**config.mk**
```make
export PLATFORM = sky130hd
export DESIGN_NAME = simplified_des_byte_cipher_top
export DESIGN_NICKNAME = d
export VERILOG_FILES = /design/src/hdl/sdes_pkg.sv /design/src/hdl/simplified_des_byte_cipher_top.sv /design/src/hdl/sdes_perm_stage.sv /design/src/hdl/sdes_round_stage.sv
export SDC_FILE = /design/constraint.sdc
export NUM_CORES = 1
export LEC_CHECK = 0
export ABC_AREA = 1
export BUFFER_PORTS_ARGS = -buffer_cell sky130_fd_sc_hd__buf_2
export CAP_MARGIN = 10
export CORE_MARGIN = 8
export CORE_UTILIZATION = 58
export CTS_BUF_LIST = sky130_fd_sc_hd__clkbuf_8
export DETAILED_ROUTE_END_ITERATION = 8
export HOLD_SLACK_MARGIN = 0.08
export PLACE_DENSITY = 0.79
export SKIP_LAST_GASP = 1
export SLEW_MARGIN = 20
export SYNTH_ARGS = -nofsm -noshare
export SYNTH_HDL_FRONTEND = slang
export SYNTH_HIERARCHICAL = 1
export SYNTH_SLANG_ARGS = --single-unit
```
**constraint.sdc**
```tcl
create_clock -name clock -period 1.9 [get_ports clock]
set_input_delay 0.19 -clock clock [delete_from_list [all_inputs] [get_ports clock]]
set_output_delay 0.19 -clock clock [all_outputs]
set_load 0.02 [all_outputs]
```
**src/hdl/sdes_pkg.sv**
```systemverilog
// ---------------------------------------------------------------------------
// sdes_pkg
// Shared types, register codes, S-boxes and permutation helpers for the
// S-DES byte cipher pipeline.
// ---------------------------------------------------------------------------
`default_nettype none

package sdes_pkg;

   localparam int CSR_INDEX_W = 3;
   localparam int CSR_DATA_W  = 24;

   typedef logic [CSR_INDEX_W-1:0] csr_index_type;

   localparam csr_index_type CSR_FIRST_SUBKEY   = 3'd0;
   localparam csr_index_type CSR_SECOND_SUBKEY  = 3'd1;
   localparam csr_index_type CSR_INITIAL_PERM   = 3'd2;
   localparam csr_index_type CSR_FINAL_PERM     = 3'd3;
   localparam csr_index_type CSR_HALF_SWAP_PERM = 3'd4;
   localparam csr_index_type CSR_EXPAND_PERM    = 3'd5;
   localparam csr_index_type CSR_SBOX_OUT_PERM  = 3'd6;

   localparam logic [23:0] PERM8_IDENTITY = 24'hFAC688;
   localparam logic [23:0] PERM8_SWAP     = 24'h688FAC;
   localparam logic [7:0]  PERM4_IDENTITY = 8'hE4;

   // pipeline control that travels with each byte
   typedef struct packed {
      logic valid;
      logic op;      // 0 encrypt, 1 decrypt
   } stage_ctl_type;

   localparam logic [1:0] SBOX_ZERO [16] = '{
      2'd1, 2'd0, 2'd3, 2'd2, 2'd3, 2'd2, 2'd1, 2'd0,
      2'd0, 2'd2, 2'd1, 2'd3, 2'd3, 2'd1, 2'd3, 2'd2
   };
   localparam logic [1:0] SBOX_ONE [16] = '{
      2'd0, 2'd1, 2'd2, 2'd3, 2'd2, 2'd0, 2'd1, 2'd3,
      2'd3, 2'd0, 2'd1, 2'd0, 2'd2, 2'd1, 2'd0, 2'd3
   };

   // positions are MSB-first: position p is bit 7-p
   function automatic logic [7:0] perm8(input logic [7:0] x, input logic [23:0] tbl);
      logic [7:0] r;
      logic [2:0] src;
      r = '0;
      for (int i = 0; i < 8; i++) begin
         src = tbl[3*i +: 3];
         r[7-i] = x[3'd7 - src];
      end
      return r;
   endfunction

   function automatic logic [3:0] perm4(input logic [3:0] x, input logic [7:0] tbl);
      logic [3:0] r;
      logic [1:0] src;
      r = '0;
      for (int i = 0; i < 4; i++) begin
         src = tbl[2*i +: 2];
         r[3-i] = x[2'd3 - src];
      end
      return r;
   endfunction

   // row from outer bits, column from inner bits
   function automatic logic [3:0] sbox_index(input logic [3:0] nib);
      return {nib[3], nib[0], nib[2:1]};
   endfunction

endpackage

`default_nettype wire

```
**src/hdl/simplified_des_byte_cipher_top.sv**
```systemverilog
// ---------------------------------------------------------------------------
// simplified_des_byte_cipher_top
// Five-stage S-DES byte cipher pipeline with configurable subkeys and
// permutation tables.
// ---------------------------------------------------------------------------
//  channel  ports                               direction
//  req      req_valid/req_ready, op, data_in    in
//  rsp      rsp_valid/rsp_ready, data_out       out
//  csr      csr_we, csr_index, csr_wdata        in, write only
//
//  Stages in order: IP, round 1, half swap, round 2, FP. One byte per
//  cycle sustained unless the output stalls. The last stage is the output register.
//  The whole pipeline holds when the output is valid and not taken;
//  req_ready is low only then. Synchronous reset empties all stages and
//  loads the default tables; keys reset to zero.
// ---------------------------------------------------------------------------
`default_nettype none

module simplified_des_byte_cipher_top
   import sdes_pkg::*;
(
   input  wire logic                   clock,
   input  wire logic                   reset,
   input  wire logic                   req_valid,
   output logic                        req_ready,
   input  wire logic                   req_op,
   input  wire logic [7:0]             req_data_in,
   output logic                        rsp_valid,
   input  wire logic                   rsp_ready,
   output logic [7:0]                  rsp_data_out,
   input  wire logic                   csr_we,
   input  wire logic [CSR_INDEX_W-1:0] csr_index,
   input  wire logic [CSR_DATA_W-1:0]  csr_wdata
);

   logic [7:0]  first_subkey_ff, second_subkey_ff, sbox_out_perm_ff;
   logic [23:0] initial_perm_ff, final_perm_ff, half_swap_perm_ff, expand_perm_ff;

   always_ff @(posedge clock) begin
      if (reset) begin
         first_subkey_ff   <= 8'h00;
         second_subkey_ff  <= 8'h00;
         initial_perm_ff   <= PERM8_IDENTITY;
         final_perm_ff     <= PERM8_IDENTITY;
         half_swap_perm_ff <= PERM8_SWAP;
         expand_perm_ff    <= PERM8_IDENTITY;
         sbox_out_perm_ff  <= PERM4_IDENTITY;
      end else if (csr_we) begin
         case (csr_index)
            CSR_FIRST_SUBKEY:   first_subkey_ff   <= csr_wdata[7:0];
            CSR_SECOND_SUBKEY:  second_subkey_ff  <= csr_wdata[7:0];
            CSR_INITIAL_PERM:   initial_perm_ff   <= csr_wdata;
            CSR_FINAL_PERM:     final_perm_ff     <= csr_wdata;
            CSR_HALF_SWAP_PERM: half_swap_perm_ff <= csr_wdata;
            CSR_EXPAND_PERM:    expand_perm_ff    <= csr_wdata;
            CSR_SBOX_OUT_PERM:  sbox_out_perm_ff  <= csr_wdata[7:0];
            default: ;
         endcase
      end
   end

   stage_ctl_type ctl_req, ctl_ip, ctl_r1, ctl_sw, ctl_r2, ctl_fp;
   logic [7:0]    data_ip, data_r1, data_sw, data_r2, data_fp;
   logic          advance;

   // global hold while the output transfer is pending
   assign advance   = !ctl_fp.valid || rsp_ready;
   assign req_ready = advance;

   assign ctl_req.valid = req_valid;
   assign ctl_req.op    = req_op;

   sdes_perm_stage u_ip (
      .clock, .reset, .advance,
      .perm_table (initial_perm_ff),
      .ctl_in     (ctl_req),
      .data_in    (req_data_in),
      .ctl_out    (ctl_ip),
      .data_out   (data_ip)
   );

   sdes_round_stage u_round1 (
      .clock, .reset, .advance,
      .key_enc       (first_subkey_ff),
      .key_dec       (second_subkey_ff),
      .expand_perm   (expand_perm_ff),
      .sbox_out_perm (sbox_out_perm_ff),
      .ctl_in        (ctl_ip),
      .data_in       (data_ip),
      .ctl_out       (ctl_r1),
      .data_out      (data_r1)
   );

   sdes_perm_stage u_swap (
      .clock, .reset, .advance,
      .perm_table (half_swap_perm_ff),
      .ctl_in     (ctl_r1),
      .data_in    (data_r1),
      .ctl_out    (ctl_sw),
      .data_out   (data_sw)
   );

   sdes_round_stage u_round2 (
      .clock, .reset, .advance,
      .key_enc       (second_subkey_ff),
      .key_dec       (first_subkey_ff),
      .expand_perm   (expand_perm_ff),
      .sbox_out_perm (sbox_out_perm_ff),
      .ctl_in        (ctl_sw),
      .data_in       (data_sw),
      .ctl_out       (ctl_r2),
      .data_out      (data_r2)
   );

   sdes_perm_stage u_fp (
      .clock, .reset, .advance,
      .perm_table (final_perm_ff),
      .ctl_in     (ctl_r2),
      .data_in    (data_r2),
      .ctl_out    (ctl_fp),
      .data_out   (data_fp)
   );

   assign rsp_valid    = ctl_fp.valid;
   assign rsp_data_out = data_fp;

endmodule

`default_nettype wire

```
**src/hdl/sdes_perm_stage.sv**
```systemverilog
// ---------------------------------------------------------------------------
// sdes_perm_stage
// One pipeline register stage applying an 8-bit bit-selection permutation.
// ---------------------------------------------------------------------------
`default_nettype none

module sdes_perm_stage
   import sdes_pkg::*;
(
   input  wire logic          clock,
   input  wire logic          reset,
   input  wire logic          advance,
   input  wire logic [23:0]   perm_table,
   input  wire stage_ctl_type ctl_in,
   input  wire logic [7:0]    data_in,
   output stage_ctl_type      ctl_out,
   output logic [7:0]         data_out
);

   stage_ctl_type ctl_ff;
   logic [7:0]    data_ff, data_in_perm;

   assign data_in_perm = perm8(data_in, perm_table);

   always_ff @(posedge clock) begin
      if (reset) begin
         ctl_ff.valid <= 1'b0;
      end else if (advance) begin
         ctl_ff.valid <= ctl_in.valid;
      end
      if (advance) begin
         ctl_ff.op <= ctl_in.op;
         data_ff   <= data_in_perm;
      end
   end

   assign ctl_out  = ctl_ff;
   assign data_out = data_ff;

endmodule

`default_nettype wire

```
**src/hdl/sdes_round_stage.sv**
```systemverilog
// ---------------------------------------------------------------------------
// sdes_round_stage
// One pipeline register stage computing a Feistel round: EP, key XOR,
// S-boxes, P4, XOR into the left nibble.
// ---------------------------------------------------------------------------
`default_nettype none

module sdes_round_stage
   import sdes_pkg::*;
(
   input  wire logic          clock,
   input  wire logic          reset,
   input  wire logic          advance,
   input  wire logic [7:0]    key_enc,
   input  wire logic [7:0]    key_dec,
   input  wire logic [23:0]   expand_perm,
   input  wire logic [7:0]    sbox_out_perm,
   input  wire stage_ctl_type ctl_in,
   input  wire logic [7:0]    data_in,
   output stage_ctl_type      ctl_out,
   output logic [7:0]         data_out
);

   stage_ctl_type ctl_ff;
   logic [7:0]    data_ff, data_in_round;
   logic [7:0]    key, mixed;
   logic [3:0]    sbox_bits, f_bits;

   always_comb begin
      key       = ctl_in.op ? key_dec : key_enc;
      mixed     = perm8(data_in, expand_perm) ^ key;
      sbox_bits = {SBOX_ZERO[sbox_index(mixed[7:4])], SBOX_ONE[sbox_index(mixed[3:0])]};
      f_bits    = perm4(sbox_bits, sbox_out_perm);
      data_in_round = data_in ^ {f_bits, 4'b0000};
   end

   always_ff @(posedge clock) begin
      if (reset) begin
         ctl_ff.valid <= 1'b0;
      end else if (advance) begin
         ctl_ff.valid <= ctl_in.valid;
      end
      if (advance) begin
         ctl_ff.op <= ctl_in.op;
         data_ff   <= data_in_round;
      end
   end

   assign ctl_out  = ctl_ff;
   assign data_out = data_ff;

endmodule

`default_nettype wire
```
==> results of run 1 <==
final cells by class:
class                           count  area share
Clock buffer                       17      0.0176
Clock inverter                     14      0.0123
Inverter                          228      0.0645
Multi-Input combinational cell   1405       0.498
Sequential cell                   168       0.286
Tap cell                          234      0.0220
Timing Repair Buffer              169      0.0991
path summary, 6_finish.rpt:
kind | from | endpoint
worst max-delay path | u_ip/data_out[4] | u_round1/data_out[6]
worst min register to register | u_round1/ctl_out[0] | u_swap/ctl_out[0]
worst min-delay path | csr_wdata[7] | half_swap_perm_ff[7]
worst max register to register | u_ip/data_out[4] | u_round1/data_out[6]
repair_timing:
item | in CTS | in global routing
setup buffers | 6 | 11
setup endpoints to repair | 8 | 8
pin swaps | 8 | 53
gates resized for setup | 11 | 99
hold endpoints to repair | 50 | 0
hold buffers | 19 | 0
gates cloned | 0 | 0
flip-flops by register name, indices dropped and copies added (netlist names), 8 cells and up:
| name | cells |
|---|---|
| expand_perm_ff | 24 |
| final_perm_ff | 24 |
| half_swap_perm_ff | 24 |
| initial_perm_ff | 24 |
| first_subkey_ff | 8 |
| sbox_out_perm_ff | 8 |
| second_subkey_ff | 8 |
| u_fp/data_out | 8 |
| u_ip/data_out | 8 |
| u_round1/data_out | 8 |
| u_round2/data_out | 8 |
| u_swap/data_out | 8 |
critical path, cell delays in order (launching register included):
cell	delay, ns
edfxtp_1	0.51
inv_2	0.14
buf_6	0.15
nand2_2	0.05
nand3_2	0.08
nand3b_4	0.10
nand2_2	0.07
nand2_2	0.09
nand2_4	0.09
nand2_4	0.10
nand2_8	0.07
nand2_8	0.09
o21ai_4	0.07
nand2_1	0.07
nand3_1	0.06
nand3_1	0.08
nand2_1	0.05
metrics by stage:
| step | TNS, ns | power [mW] |
|---|---|---|
| 2_1_floorplan | -0.0378 | 7.07 |
| 3_3_place_gp | -1.28 | 8.24 |
| 3_5_place_dp | -1.55 | 8.31 |
| 4_1_cts | -1.40 | 11.0 |
| 5_1_grt | -2.56 | 12.2 |
| 6_report | -1.51 | 11.6 |
power by group through the flow:
stage	Clock [mW]	Combinational (mW)	Sequential, mW
6_report	2.68	4.41	4.47
5_1_grt	2.83	4.84	4.51
4_1_cts	2.69	3.89	4.46
3_5_place_dp	0	3.76	4.55
3_3_place_gp	0	3.71	4.54
2_1_floorplan	0	2.53	4.54
metal layers:
metal	up-vias	GRT usage
met3	88	0.0636
met1	5666	0.388
met4	0	0.116
met2	643	0.472
li1	6122	-
met5	-	0
==> summary.md, run 1 <==
| Metric | Value |
|---|---|
| Post-Place Cells | 2,168 |
| Vias post-DR | 12,500 |
| Max rail drop VDD | 0.000451 V |
| Crit. End Element | flop |
| Number of diodes | 0 |
| Synth-to-Final Area Change | 20.3% |
| Metal2 WL | 16.7 mm |
| P_int | 6.93 mW |
| Via density | 5.60 |
| Critical Path Start Type | flop |
| Syn_area_per_cell | 5.99 um^2 |
| Max-Cap Viols | 0 |
| Pre-CTS setup slack | -0.219 ns |
| Max-slew headroom | 0.615 |
| Reg power frac | 0.387 |
| Initial Util | 0.591 |
| Fill count | 1,541 |
| Worst EP arrival | 2.34 ns |
| Switch Pwr | 4.64 mW |
| Most common cell after layout, fill and taps aside | nand2_1 |
| CTS H-tree lvls | 4 |
| Status | finished, violations left |
| Fin nets | 2,032 |
| Initial antenna violation count | 0 |
| Non-Filler Instances | 2,235 |
| Drt first-iter violations | 1,556 |
| Final Critical Period | 2.11 ns |
| Hold Crit Class | in2reg |
| Worst Hold Path Cells | 3 |
| FMAX | 474 MHz |
| Root buffer cell | clkbuf_8 |
| Pins Over Slew Limit | 0 |
| Sw Share | 0.401 |
| Die area | 23,700 um^2 |
| 1st-pass router iterations | 6 |
| Post-Syn Nets | 1,886 |
| GRT Residual Overflow | 0 |
| Post-route cell area | 13,300 um^2 |
| Die height | 154 um |
| CP required | 2.13 ns |
| M1 wire length | 14.8 mm |
| Worst-path maximum fanout | 7 |
| Leakage | 6.96 nW |
| Largest net degree at the start of global routing | 52 |
| Yosys warns | 6 |
| RSZ-0062 raised after global routing | yes |
| Clock Tree Buf Depth | 2 |
| IO Pins | 51 |
| Commonest cells after routing, fill and taps aside | nand2_1 (716), nand3_1 (372), nor2_1 (150) |
| Routed wire length | 36.4 mm |
| Share of cells above drive strength 1 | 0.204 |
| Worst R2R Setup Slack | -0.21 ns |
| # setup viols final | 8 |
| Die X-Extent | 154 um |
| Cell Area, Synth | 11,000 um^2 |
| Worst r2r path cells | 16 |
| Vias in the first global route | 11,200 |
| Clock Power Share | 0.232 |
| Final worst slack | -0.208 ns |
| Hold Slack | 0.133 ns |
| Highest metal used | met4 |
| Wire per inst | 16.3 um |
| Violated checks | negative setup slack |
| Drt drc | 0 |
| Port Buffers | 50 |
| Worst-skew pair later-pin latency | 0.46 ns |
| Routability cong. | 0.973 |
| CTS Sinks | 168 |
| Detailed placement HPWL | 25.8 mm |
| Worst-path clk slew | 0.10 ns |
| WS Path Type | reg2reg |
| Final clock skew | 0.0125 ns |
| Number of cell rows | 50 |
| Worst-margin pin slew | 0.575 ns |
| GR Util All Layers | 0.297 |
| Syn Inst Count | 1,843 |
| Final ANT Viol Nets | 0 |
| Period Utilization, post-route | 1.11 |
| DR WL met3 | 3.75 mm |
| Multi-input logic area | 6620 um^2 |
| Power per Cell Area | 870 nW/um^2 |
| Placed cell area | 12,100 um^2 |
| Core ar. | 18,700 um^2 |
| Final hold viol count | 0 |
| CTS tree | done |
| Logic pwr share | 0.382 |
| Sequential cell area | 3800 um^2 |
| First-pass GRT wire length | 56.8 mm |
| CTS Buf Count | 17 |
| Final core utilization | 0.710 |
(Power assumes the default switching activity.)
==> inputs of run 2 (changes only) <==
--- a/config.mk
+++ b/config.mk
@@ -9,11 +9,11 @@
 export BUFFER_PORTS_ARGS = -buffer_cell sky130_fd_sc_hd__buf_2
 export CAP_MARGIN = 10
 export CORE_MARGIN = 8
-export CORE_UTILIZATION = 58
+export CORE_UTILIZATION = 60
 export CTS_BUF_LIST = sky130_fd_sc_hd__clkbuf_8
 export DETAILED_ROUTE_END_ITERATION = 8
 export HOLD_SLACK_MARGIN = 0.08
-export PLACE_DENSITY = 0.79
+export PLACE_DENSITY = 0.78
 export SKIP_LAST_GASP = 1
 export SLEW_MARGIN = 20
 export SYNTH_ARGS = -nofsm -noshare
==> constraint.sdc (replaced) <==
create_clock -name clock -period 2.5 [get_ports clock]
set_input_delay 0.25 -clock clock [delete_from_list [all_inputs] [get_ports clock]]
set_output_delay 0.25 -clock clock [all_outputs]
set_load 0.02 [all_outputs]
==> summary.md, run 2 (same netlist as run 1, synthesis figures left out) <==
| Metric | Value |
|---|---|
| Clock Tree Buf Depth | 2 (unchanged) |
| CTS tree | done (unchanged) |
| Via density | 5.61 (was 5.60) |
| Final Critical Period | 2.26 ns (was 2.11 ns) |
| Max-slew headroom | 0.566 (was 0.615) |
| Worst-path maximum fanout | 7 (unchanged) |
| Port Buffers | 50 (unchanged) |
| GRT Residual Overflow | 0 (unchanged) |
| GR Util All Layers | 0.305 (was 0.297) |
| WS Path Type | reg2reg (unchanged) |
| CP required | 2.73 ns (was 2.13 ns) |
| Fin nets | 1,949 (was 2,032) |
| CTS H-tree lvls | 4 (unchanged) |
| Final clock skew | 0.0163 ns (was 0.0125 ns) |
| Initial Util | 0.613 (was 0.591) |
| Setup TNS | 0 ns (was -1.51 ns) |
| Detailed placement HPWL | 25.2 mm (was 25.8 mm) |
| Power per Cell Area | 670 nW/um^2 (was 870 nW/um^2) |
| Drt first-iter violations | 1,269 (was 1,556) |
| Slowest stage cell, crit path | edfxtp_1 (unchanged) |
| Routed wire length | 34.5 mm (was 36.4 mm) |
| Vias in the first global route | 10,700 (was 11,200) |
| Max rail drop VDD | 0.000464 V (was 0.000451 V) |
| RR Startpoint | u_swap/data_out[5] (was u_ip/data_out[4]) |
| Number of cell rows | 49 (was 50) |
| Worst-path clk slew | 0.09 ns (was 0.10 ns) |
| Pins Over Slew Limit | 0 (unchanged) |
| Worst-skew pair later-pin latency | 0.48 ns (was 0.46 ns) |
| Synth-to-Final Area Change | 9.36% (was 20.3%) |
| Period Utilization, post-route | 0.905 (was 1.11) |
| Post-route cell area | 12,100 um^2 (was 13,300 um^2) |
| Root buffer cell | clkbuf_8 (unchanged) |
| Crit-path cells | inv_2, o21ai_1, nand3_1, nand2_1, nand2_1, nand2_1, ha_1, nand3_1, nand3_4, nand2_2, nand2_1, nand3_1, nand3_1, nand2_1 (was inv_2, buf_6, nand2_2, nand3_2, nand3b_4, nand2_2, nand2_2, nand2_4, nand2_4, nand2_8, nand2_8, o21ai_4, nand2_1, nand3_1, nand3_1, nand2_1) |
| IO Pins | 51 (unchanged) |
| CTS Buf Count | 17 (unchanged) |
| Initial antenna violation count | 0 (unchanged) |
| Share of cells above drive strength 1 | 0.128 (was 0.204) |
| 1st-pass router iterations | 6 (unchanged) |
| # setup viols final | 0 (was 8) |
| Final hold viol count | 0 (unchanged) |
| Wire per inst | 16.1 um (was 16.3 um) |
| Worst R2R Setup Slack | 0.24 ns (was -0.21 ns) |
| Worst r2r path cells | 14 (was 16) |
| First-pass GRT wire length | 54.7 mm (was 56.8 mm) |
| Worst Hold Path EP | initial_perm_ff[9] (was half_swap_perm_ff[7]) |
| Crit. End Element | flop (unchanged) |
| CP peak stage delay | 0.57 ns (was 0.51 ns) |
| Max-Cap Viols | 0 (unchanged) |
| Routability cong. | 0.990 (was 0.973) |
| Worst EP arrival | 2.49 ns (was 2.34 ns) |
| Vias post-DR | 12,100 (was 12,500) |
| FMAX | 442 MHz (was 474 MHz) |
| Most common cell after layout, fill and taps aside | nand2_1 (unchanged) |
| Postcts setup bufs | 0 (was 6) |
| CTS Sinks | 168 (unchanged) |
| Worst-margin pin slew | 0.650 ns (was 0.575 ns) |
| Die area | 23,000 um^2 (was 23,700 um^2) |
| Final core utilization | 0.670 (was 0.710) |
| RSZ-0062 raised after global routing | no (was yes) |
| Critical Path Start Type | flop (unchanged) |
| Drt drc | 0 (unchanged) |
| Leakage | 6.39 nW (was 6.96 nW) |
| Most Frequent Cell on Critical Path | nand2_1 (was nand2_2) |
| Core ar. | 18,000 um^2 (was 18,700 um^2) |
| Largest net degree at the start of global routing | 50 (was 52) |
| Placed cell area | 11,600 um^2 (was 12,100 um^2) |
| Hold path start | csr_wdata[9] (was csr_wdata[7]) |
| Hold Crit Class | in2reg (unchanged) |
| Commonest cells after routing, fill and taps aside | nand2_1 (749), nand3_1 (410), nor2_1 (150) (was nand2_1 (716), nand3_1 (372), nor2_1 (150)) |
| Worst Hold Path Cells | 3 (unchanged) |
| Total power | 8.09 mW (was 11.6 mW) |
| Number of diodes | 0 (unchanged) |
| Reg-to-reg endpoint | u_round2/data_out[7] (was u_round1/data_out[6]) |
| Die height | 152 um (was 154 um) |
| Final ANT Viol Nets | 0 (unchanged) |
| Status | completed (was finished, violations left) |
| Die X-Extent | 152 um (was 154 um) |
==> run 2: cell types whose count changed in the layout (fill, tap and decap cells not counted), sizes merged <==
cell / before / now
buf: 150 / 71
clkinv: 5 / 2
inv: 234 / 235
dlygate4sd3: 19 / 15
clkinvlp: 1 / 5
bufinv: 2 / 1
==> run 2: area by class of cell <==
cell class | count | area [um^2]
clock buffer | 17 | 234
sequential | 168 | 3790
inverter | 228 | 857
tap | 229 | 287
fill | 1710 | 5940
timing repair buffer | 86 | 583
clock inverter | 15 | 141
multi-input combinational | 1405 | 6180
==> run 2: per-layer routing <==
metal | vias up | share of wire | track usage
met1 | 5381 | 0.41 | 0.397
li1 | 5969 | - | -
met2 | 614 | 0.45 | 0.483
met5 | - | 0 | 0
met4 | 0 | 0.034 | 0.136
met3 | 93 | 0.11 | 0.0579
==> run 2: timing repair <==
| action | CTS | global route |
|---|---|---|
| setup endpoints to repair | 0 | 5 |
| hold buffers | 15 | 0 |
| resized for setup | 0 | 1 |
| hold endpoints to repair | 21 | 0 |
==> run 2: worst max-delay path by stage <==
| stage | from | endpoint | slack (ns) | depth (start not counted) |
|---|---|---|---|---|
| after global routing | expand_perm_ff[15] | u_round1/data_out[4] | 0.05 | 16 |
| after CTS | expand_perm_ff[18] | u_round2/data_out[7] | 0.23 | 14 |
| final | u_swap/data_out[5] | u_round2/data_out[7] | 0.24 | 14 |
| after global placement | u_swap/ctl_out[0] | u_round2/data_out[4] | 0.28 | 12 |
| after detailed placement | expand_perm_ff[18] | u_round2/data_out[7] | 0.25 | 14 |
| after floorplan | u_fp/ctl_out[1] | u_fp/data_out[0] | 0.43 | 1 |
==> run 2: critical path, delay by kind of cell, from the launching register on <==
family	cells	cell delay (ns)
fa+ha+maj	1	0.15
buf+inv	1	0.14
compound gates	1	0.15
flops	1	0.57
simple gates	11	1.00
==> run 2: stage by stage <==
| stage | setup slack (ns) | hold WS [ns] | std cells |
|---|---|---|---|
| floorplan | 0.433 | 0.322 | 1843 |
| global placement | 0.276 | 0.407 | 2101 |
| detailed placement | 0.252 | 0.407 | 2101 |
| CTS | 0.227 | 0.0928 | 2148 |
| global route | 0.0476 | 0.0912 | 2148 |
| finish | 0.237 | 0.103 | 2148 |
==> run 2: power breakdown <==
| part | switching [mW] | internal (mW) |
|---|---|---|
| registers | 0.319 | 3.12 |
| logic | 1.85 | 0.880 |
| clock network | 1.12 | 0.805 |
| total | 3.29 | 4.81 |
